## config.mk

```make
export PLATFORM = sky130hd
export DESIGN_NAME = interval_statistics_monitor_top_flat
export DESIGN_NICKNAME = d
export VERILOG_FILES = /design/src/design/ism_pkg.sv /design/src/design/ism_if.sv /design/src/design/ism_dp.sv /design/src/design/ism_ctrl.sv /design/src/design/interval_statistics_monitor_top.sv /design/src/flat_wrapper.sv
export SDC_FILE = /design/constraint.sdc
export NUM_CORES = 1
export LEC_CHECK = 0
export BUFFER_PORTS_ARGS = -buffer_cell sky130_fd_sc_hd__buf_4
export CAP_MARGIN = 0
export CORE_UTILIZATION = 35
export DETAILED_ROUTE_END_ITERATION = 6
export GPL_TIMING_DRIVEN = 0
export PLACE_DENSITY = 0.5
export SYNTH_ARGS = -nofsm -noshare
export SYNTH_HDL_FRONTEND = slang
export SYNTH_HIERARCHICAL = 1
export SYNTH_SLANG_ARGS = --single-unit
```

## constraint.sdc

```tcl
create_clock -name clock -period 9.5 [get_ports clock]
set_input_delay 1.9 -clock clock [delete_from_list [all_inputs] [get_ports clock]]
set_output_delay 1.9 -clock clock [all_outputs]
set_load 0.1 [all_outputs]
```

## src/design/ism_pkg.sv

```systemverilog
// Package for the interval statistics monitor: widths, limits, the
// controller state type and the controller-to-datapath command struct.
// No dependencies.
package ism_pkg;

   localparam int STAMP_W  = 32;
   localparam int SAMPLE_W = 16;
   localparam int STEP_W   = 4;

   localparam logic [SAMPLE_W-1:0] SAMPLE_LIMIT = 16'hFFFF;
   localparam logic [STEP_W-1:0]   LAST_STEP    = 4'hF;

   typedef enum logic [2:0] {
      ST_IDLE = 3'b001,
      ST_DIV  = 3'b010,
      ST_LOAD = 3'b100
   } state_type;

   typedef struct packed {
      logic update;    // take the item, update statistics, seed divider
      logic div_step;  // one restoring divide step
      logic out_load;  // copy results into the output register
   } cmd_type;

endpackage

```

## src/design/ism_if.sv

```systemverilog
// Valid/ready channel interfaces for request and response items.
// Depends on ism_pkg.
interface ism_req_if;
   import ism_pkg::*;
   logic                valid;
   logic                ready;
   logic [STAMP_W-1:0]  timestamp_us;

   modport source (output valid, output timestamp_us, input ready);
   modport sink   (input valid, input timestamp_us, output ready);
endinterface

interface ism_rsp_if;
   import ism_pkg::*;
   logic                valid;
   logic                ready;
   logic [SAMPLE_W-1:0] last_interval;
   logic [SAMPLE_W-1:0] average_interval;
   logic [SAMPLE_W-1:0] max_interval;
   logic [SAMPLE_W-1:0] sample_count;

   modport source (output valid, output last_interval, output average_interval,
                   output max_interval, output sample_count, input ready);
   modport sink   (input valid, input last_interval, input average_interval,
                   input max_interval, input sample_count, output ready);
endinterface

```

## src/design/ism_dp.sv

```systemverilog
// Datapath: interval statistics registers, radix-2 divider, result register.
// Depends on ism_pkg.
module ism_dp
   import ism_pkg::*;
(
   input  logic                clock,
   input  logic                reset,
   input  cmd_type             cmd,
   input  logic [STAMP_W-1:0]  timestamp_us,
   output logic [SAMPLE_W-1:0] last_interval,
   output logic [SAMPLE_W-1:0] average_interval,
   output logic [SAMPLE_W-1:0] max_interval,
   output logic [SAMPLE_W-1:0] sample_count
);

   logic [STAMP_W-1:0]  prev_ff, prev_in;
   logic [SAMPLE_W-1:0] total_ff, total_in;
   logic [SAMPLE_W-1:0] tally_ff, tally_in;
   logic [SAMPLE_W-1:0] peak_ff, peak_in;
   logic [SAMPLE_W-1:0] sample_ff, sample_in;
   // divider: remainder, quotient (holds dividend at start), divisor
   logic [SAMPLE_W-1:0] rem_ff, rem_in;
   logic [SAMPLE_W-1:0] quo_ff, quo_in;
   logic [SAMPLE_W-1:0] div_ff, div_in;
   logic [SAMPLE_W-1:0] last_ff, avg_ff, max_ff, count_ff;

   logic [STAMP_W-1:0]  elapsed;
   logic [SAMPLE_W-1:0] sample;
   logic [SAMPLE_W-1:0] tally_sat;
   logic [SAMPLE_W:0]   rem_shift;
   logic [SAMPLE_W:0]   rem_diff;

   assign elapsed   = timestamp_us - prev_ff;
   assign sample    = (|elapsed[STAMP_W-1:SAMPLE_W]) ? SAMPLE_LIMIT
                                                    : elapsed[SAMPLE_W-1:0];
   assign tally_sat = (tally_ff != SAMPLE_LIMIT) ? tally_ff + 16'd1 : tally_ff;

   assign rem_shift = {rem_ff, quo_ff[SAMPLE_W-1]};
   assign rem_diff  = rem_shift - {1'b0, div_ff};

   always_comb begin
      prev_in   = prev_ff;
      total_in  = total_ff;
      tally_in  = tally_ff;
      peak_in   = peak_ff;
      sample_in = sample_ff;
      rem_in    = rem_ff;
      quo_in    = quo_ff;
      div_in    = div_ff;
      if (cmd.update) begin
         prev_in   = timestamp_us;
         sample_in = sample;
         if (total_ff < (SAMPLE_LIMIT - sample)) begin
            total_in = total_ff + sample;
            tally_in = tally_sat;
         end else begin
            total_in = sample;
            tally_in = 16'd1;
         end
         if (sample > peak_ff) begin
            peak_in = sample;
         end
         rem_in = '0;
         quo_in = total_in;
         div_in = tally_in;
      end else if (cmd.div_step) begin
         if (!rem_diff[SAMPLE_W]) begin
            rem_in = rem_diff[SAMPLE_W-1:0];
            quo_in = {quo_ff[SAMPLE_W-2:0], 1'b1};
         end else begin
            rem_in = rem_shift[SAMPLE_W-1:0];
            quo_in = {quo_ff[SAMPLE_W-2:0], 1'b0};
         end
      end
   end

   always_ff @(posedge clock) begin
      if (reset) begin
         prev_ff  <= '0;
         total_ff <= '0;
         tally_ff <= '0;
         peak_ff  <= '0;
      end else begin
         prev_ff  <= prev_in;
         total_ff <= total_in;
         tally_ff <= tally_in;
         peak_ff  <= peak_in;
      end
   end

   always_ff @(posedge clock) begin
      sample_ff <= sample_in;
      rem_ff    <= rem_in;
      quo_ff    <= quo_in;
      div_ff    <= div_in;
      if (cmd.out_load) begin
         last_ff  <= sample_ff;
         avg_ff   <= quo_ff;
         max_ff   <= peak_ff;
         count_ff <= tally_ff;
      end
   end

   assign last_interval    = last_ff;
   assign average_interval = avg_ff;
   assign max_interval     = max_ff;
   assign sample_count     = count_ff;

endmodule

```

## src/design/ism_ctrl.sv

```systemverilog
// Controller: sequences accept, sixteen divide steps and the result load;
// owns the request ready and response valid. Depends on ism_pkg.
module ism_ctrl
   import ism_pkg::*;
(
   input  logic    clock,
   input  logic    reset,
   input  logic    req_valid,
   output logic    req_ready,
   output logic    rsp_valid,
   input  logic    rsp_ready,
   output cmd_type cmd
);

   state_type         state_ff, state_in;
   logic [STEP_W-1:0] step_ff, step_in;
   logic              rsp_valid_ff, rsp_valid_in;
   logic              out_free;

   assign req_ready = (state_ff == ST_IDLE);
   assign rsp_valid = rsp_valid_ff;
   assign out_free  = !rsp_valid_ff || rsp_ready;

   always_comb begin
      state_in     = state_ff;
      step_in      = step_ff;
      rsp_valid_in = rsp_valid_ff && !rsp_ready;
      cmd          = '0;
      case (state_ff)
         ST_IDLE: begin
            if (req_valid) begin
               cmd.update = 1'b1;
               step_in    = '0;
               state_in   = ST_DIV;
            end
         end
         ST_DIV: begin
            cmd.div_step = 1'b1;
            step_in      = step_ff + 4'd1;
            if (step_ff == LAST_STEP) begin
               state_in = ST_LOAD;
            end
         end
         ST_LOAD: begin
            if (out_free) begin
               cmd.out_load = 1'b1;
               rsp_valid_in = 1'b1;
               state_in     = ST_IDLE;
            end
         end
         default: begin
            state_in = ST_IDLE;
         end
      endcase
   end

   always_ff @(posedge clock) begin
      if (reset) begin
         state_ff     <= ST_IDLE;
         step_ff      <= '0;
         rsp_valid_ff <= 1'b0;
      end else begin
         state_ff     <= state_in;
         step_ff      <= step_in;
         rsp_valid_ff <= rsp_valid_in;
      end
   end

endmodule

```

## src/design/interval_statistics_monitor_top.sv

```systemverilog
// Top level of the interval statistics monitor: joins controller and datapath
// to the request and response channels. Depends on ism_pkg, ism_if, ism_ctrl, ism_dp.
//
//   channel | dir | payload                                         | handshake
//   req_if  | in  | timestamp_us[31:0]                              | valid/ready
//   rsp_if  | out | last_interval, average_interval, max_interval,  | valid/ready
//           |     | sample_count (16 bits each)                     |
//
// Each item is handled in order: take the timestamp and update the window statistics,
// run the restoring radix-2 divide of sum by count one quotient bit per step, then
// load the output register once the response side is free.
// Reset is synchronous: previous timestamp, sum, count and maximum go to zero.
// A result waiting in the output register does not block the next item; only
// the load of a following result waits for rsp_if.ready.
module interval_statistics_monitor_top
   import ism_pkg::*;
(
   input logic      clock,
   input logic      reset,
   ism_req_if.sink  req_if,
   ism_rsp_if.source rsp_if
);

   cmd_type cmd;

   // sequencing: ready in idle, divide steps, gated result load
   ism_ctrl u_ctrl (
      .clock     (clock),
      .reset     (reset),
      .req_valid (req_if.valid),
      .req_ready (req_if.ready),
      .rsp_valid (rsp_if.valid),
      .rsp_ready (rsp_if.ready),
      .cmd       (cmd)
   );

   // statistics, divider and result register
   ism_dp u_dp (
      .clock            (clock),
      .reset            (reset),
      .cmd              (cmd),
      .timestamp_us     (req_if.timestamp_us),
      .last_interval    (rsp_if.last_interval),
      .average_interval (rsp_if.average_interval),
      .max_interval     (rsp_if.max_interval),
      .sample_count     (rsp_if.sample_count)
   );

endmodule

```

## src/flat_wrapper.sv

```systemverilog
// flat-port wrapper written by rule: the top's interface ports become plain ports
module interval_statistics_monitor_top_flat import ism_pkg::*;
  (clock, reset, req_if_valid, req_if_timestamp_us, req_if_ready, rsp_if_valid, rsp_if_last_interval, rsp_if_average_interval, rsp_if_max_interval, rsp_if_sample_count, rsp_if_ready);
  ism_req_if req_if_i ();
  ism_rsp_if rsp_if_i ();
  input logic clock;
  input logic reset;
  input wire logic [$bits(req_if_i.valid)-1:0] req_if_valid;
  input wire logic [$bits(req_if_i.timestamp_us)-1:0] req_if_timestamp_us;
  output wire logic [$bits(req_if_i.ready)-1:0] req_if_ready;
  output wire logic [$bits(rsp_if_i.valid)-1:0] rsp_if_valid;
  output wire logic [$bits(rsp_if_i.last_interval)-1:0] rsp_if_last_interval;
  output wire logic [$bits(rsp_if_i.average_interval)-1:0] rsp_if_average_interval;
  output wire logic [$bits(rsp_if_i.max_interval)-1:0] rsp_if_max_interval;
  output wire logic [$bits(rsp_if_i.sample_count)-1:0] rsp_if_sample_count;
  input wire logic [$bits(rsp_if_i.ready)-1:0] rsp_if_ready;
  assign req_if_i.valid = req_if_valid;
  assign req_if_i.timestamp_us = req_if_timestamp_us;
  assign req_if_ready = req_if_i.ready;
  assign rsp_if_valid = rsp_if_i.valid;
  assign rsp_if_last_interval = rsp_if_i.last_interval;
  assign rsp_if_average_interval = rsp_if_i.average_interval;
  assign rsp_if_max_interval = rsp_if_i.max_interval;
  assign rsp_if_sample_count = rsp_if_i.sample_count;
  assign rsp_if_i.ready = rsp_if_ready;
  interval_statistics_monitor_top u_core (.clock(clock), .reset(reset), .req_if(req_if_i), .rsp_if(rsp_if_i));
endmodule
```

==> impl_results.md <==
* WL/cell at 18.6 µm
* DP Area at 13900 µm²
* Number of synthesized flops with an enable pin at 112
* CTS Hold Bufs at 0
* Tcrit/Tclk final at 94.1%
* Most frequent cells in the layout: nor2_1, edfxtp_1, dfxtp_1
* Routed vias/inst at 5.33
* Max-cap violations at 0
* M1 WL at 16700 µm
* Avg Inst Size Synth at 9.56 µm²
* Antenna Diode Count at 0
* Clock-pin slew on the worst setup and hold paths at 60 ps
* Final setup violation count at 0
* Worst Hold Path EP: u_core/u_dp/last_interval[11]$_DFFE_PP_
* Vias in the first global route at 9849
* Fmax at 0.112 GHz
* Fin Clk Skew at 15.2 ps
* Met2 routed WL at 16700 µm
* Layout cell share with drive strength beyond 1 at 12.7%
* Worst-Skew Late Latency at 540 ps
* Die area at 36600 µm²
* Final Max Slew Viols at 0
* Max_slew headroom at 11.1%
* Gp weighted congestion at 0.873
* Crit path max fanout at 10
* Outcome: finished, violations left
* Post-synthesis async set-or-reset flop share at 0%
* Primary FF master, synth: edfxtp_1
* Power Density at 202 nW/µm²
* HP Class: register to register
* Die span in x at 191 µm
* DR top layer: met4
* CTS tree: yes
* Synthesized area at 12600 µm²
* Post-DP HPWL at 26900 µm
* Initial antenna violation count at 0
* Cell Rows at 69
* Root buf cell: clkbuf_16
* Sequential fraction of the synthesis area at 43.4%
* RSZ-0062 raised after global routing: no
* DR DRC count at 2
* First-pass GRT wire length at 54900 µm
* H-tree depth at 1
* Critical Path RT at 9750 ps
* Worst r2r src: u_core/u_dp/prev_ff[0]$_SDFFE_PP0P_
* Setup crit start kind: input pin
* Worst path arrival time at 9190 ps
* Starting DRT DRC Count at 745
* CTS Sinks at 216
* R2r setup slk at 1750 ps
* Number of synthesis warnings at 6
* Via count at 10300
* Grt ovf at 0
* Design area at 14800 µm²
* Cells after synthesis at 1314
* Clock buffer depth at 3
* Failing checks: design-rule violations
* Pre-antenna DRT Iters at 7
* Final core occ at 41.9%
* Critical Path End Type: register
* R2R depth at 26
* Die H at 191 µm
* Synth Register Bits at 216
* Num CTS Buffers at 27
* Port Buffers at 101
* Num ports at 102
* Worst Hold Launch: u_core/u_dp/sample_ff[11]$_DFFE_PP_
* Crit Path Class: input pin to register
* Core area at 35400 µm²
* Layout Nets at 1565
* Worst Tran Pin Value at 1330 ps
* Largest net degree at the start of global routing at 49
* Initial Utilization at 35.5%
* Most common cell after layout, fill and taps aside: nor2_1
* Antenna-violating nets left at 0
* Peak VDD IR at 0.125 mV
* Mapped Nets at 1434
* Worst hold path depth at 0
* Leak at 5.56 nW
* Shortest period the worst path allows at 8940 ps
* Hold Fails Final Rpt at 0
* Total Wirelength at 35700 µm
* Synth cell types at 82
* R2R Path End: u_core/u_dp/quo_ff[10]$_DFFE_PP_
* Met3 routed wirelength at 1410 µm
* Tot GR Track Use at 19.3%
* P&R area growth vs syn at 18.2%
worst max-delay path by stage:
stage | from | endpoint | slack, ps
5_1_grt | req_if_timestamp_us[13] | u_core/u_dp/div_ff[2]$_DFFE_PP_ | 140
6_report | req_if_timestamp_us[0] | u_core/u_dp/quo_ff[10]$_DFFE_PP_ | 560
3_5_place_dp | req_if_timestamp_us[4] | u_core/u_dp/quo_ff[10]$_DFFE_PP_ | -500
3_3_place_gp | req_if_timestamp_us[4] | u_core/u_dp/quo_ff[10]$_DFFE_PP_ | -450
2_1_floorplan | req_if_timestamp_us[0] | u_core/u_dp/quo_ff[2]$_DFFE_PP_ | 1840
4_1_cts | req_if_timestamp_us[4] | u_core/u_dp/quo_ff[10]$_DFFE_PP_ | 30
stage by stage:
step	total power, W	TNS [ps]	worst slack (ps)	hold WS [ps]	cells
2_1_floorplan	0.00171	0	1840	400	1314
5_1_grt	0.00316	0	143	422	1926
6_report	0.00300	0	561	413	1926
3_5_place_dp	0.00195	-3820	-503	405	1877
3_3_place_gp	0.00195	-2560	-450	404	1876
4_1_cts	0.00303	0	30.8	413	1926
per-layer routing:
metal	up-vias	global-route usage, %
met4	0	5.71
met1	4914	26.1
li1	5101	-
met2	195	32.1
met5	-	0
met3	59	2.44
cells by family (layout without fill, tap and decap cells):
| group | Yosys count | after routing | share of synthesized area, % |
|---|---|---|---|
| muxes | 51 | 51 | 4.09 |
| xor gates and xnor gates | 62 | 62 | 4.32 |
| AOI/OAI and AO/OA | 342 | 342 | 18.5 |
| and+or+nand+nor | 409 | 409 | 16.5 |
| DFF | 216 | 216 | 43.4 |
| buffers and inverters | 150 | 301 | 4.65 |
| adders and majority gates | 84 | 84 | 8.55 |
worst max-delay path: stages:
cell and delay (ps):
buf_4 90, inv_1 40, ha_1 210, fa_1 390
nand2b_1 180, a21o_1 230, a2111o_1 430, a21oi_1 410
o21bai_1 160, a21oi_1 210, nor2_1 80, nor4_1 340
nand3_1 140, nor3b_2 570, clkbuf_1 410, nand2_1 220
ha_1 320, clkbuf_1 180, a21o_1 210, a21o_1 190
a21oi_1 200, o21a_1 180, nor2_1 50, a211oi_1 530
inv_1 220, clkbuf_1 340, o311ai_1 610, o21ai_0 160
repair_timing:
item / CTS / global route
resized for setup: 0 / 3
setup buffers: 0 / 0
endpoints found under the setup margin: 0 / 59
state kept, by name, summed over array words and instances, names as in the netlist, 4 cells and up:
register,flops
u_core/u_ctrl/step_ff,4
u_core/u_dp/average_interval,16
u_core/u_dp/div_ff,16
u_core/u_dp/last_interval,16
u_core/u_dp/max_interval,16
u_core/u_dp/peak_ff,16
u_core/u_dp/prev_ff,32
u_core/u_dp/quo_ff,16
u_core/u_dp/rem_ff,16
u_core/u_dp/sample_count,16
u_core/u_dp/sample_ff,16
u_core/u_dp/tally_ff,16
u_core/u_dp/total_ff,16
power by group:
part           internal (W)  total [W]  switching (W)
Combinational      0.000318   0.000846       0.000528
Sequential          0.00105    0.00110      0.0000423
Clock              0.000638    0.00106       0.000419
cell type report:
type	count	area, µm²
Sequential cell	216	5450
Buffer	62	249
Clock buffer	30	697
Fill cell	3547	20600
Tap cell	461	577
Clock inverter	19	215
Timing Repair Buffer	102	786
Multi-Input combinational cell	948	6540
Inverter	88	335
synthesized netlist by cell type, drive strengths merged, types with 8 or more instances:
master	number	share of area, %
dfxtp	104	17
a2bb2oi	9	0.63
a31oi	25	1.2
a211oi	13	0.82
a21boi	8	0.48
or2	18	0.90
nor2b	12	0.60
mux2i	49	3.9
nand4	27	1.3
a21o	24	1.4
nor2	120	3.6
nand3	28	1.2
o21a	13	0.78
xnor2	31	2.2
a21oi	87	3.5
nor4	8	0.52
nor3	20	0.80
and2	9	0.45
inv	86	2.6
nand2b	24	1.2
buf	11	0.46
and3	17	0.85
nand2	91	2.7
xor2	31	2.2
ha	81	8.1
clkbuf	51	1.5
o21ai	53	2.1
o211ai	10	0.60
o31a	24	1.7
edfxtp	112	27
a311oi	14	0.98
Power figures use the tool's default switching activity.
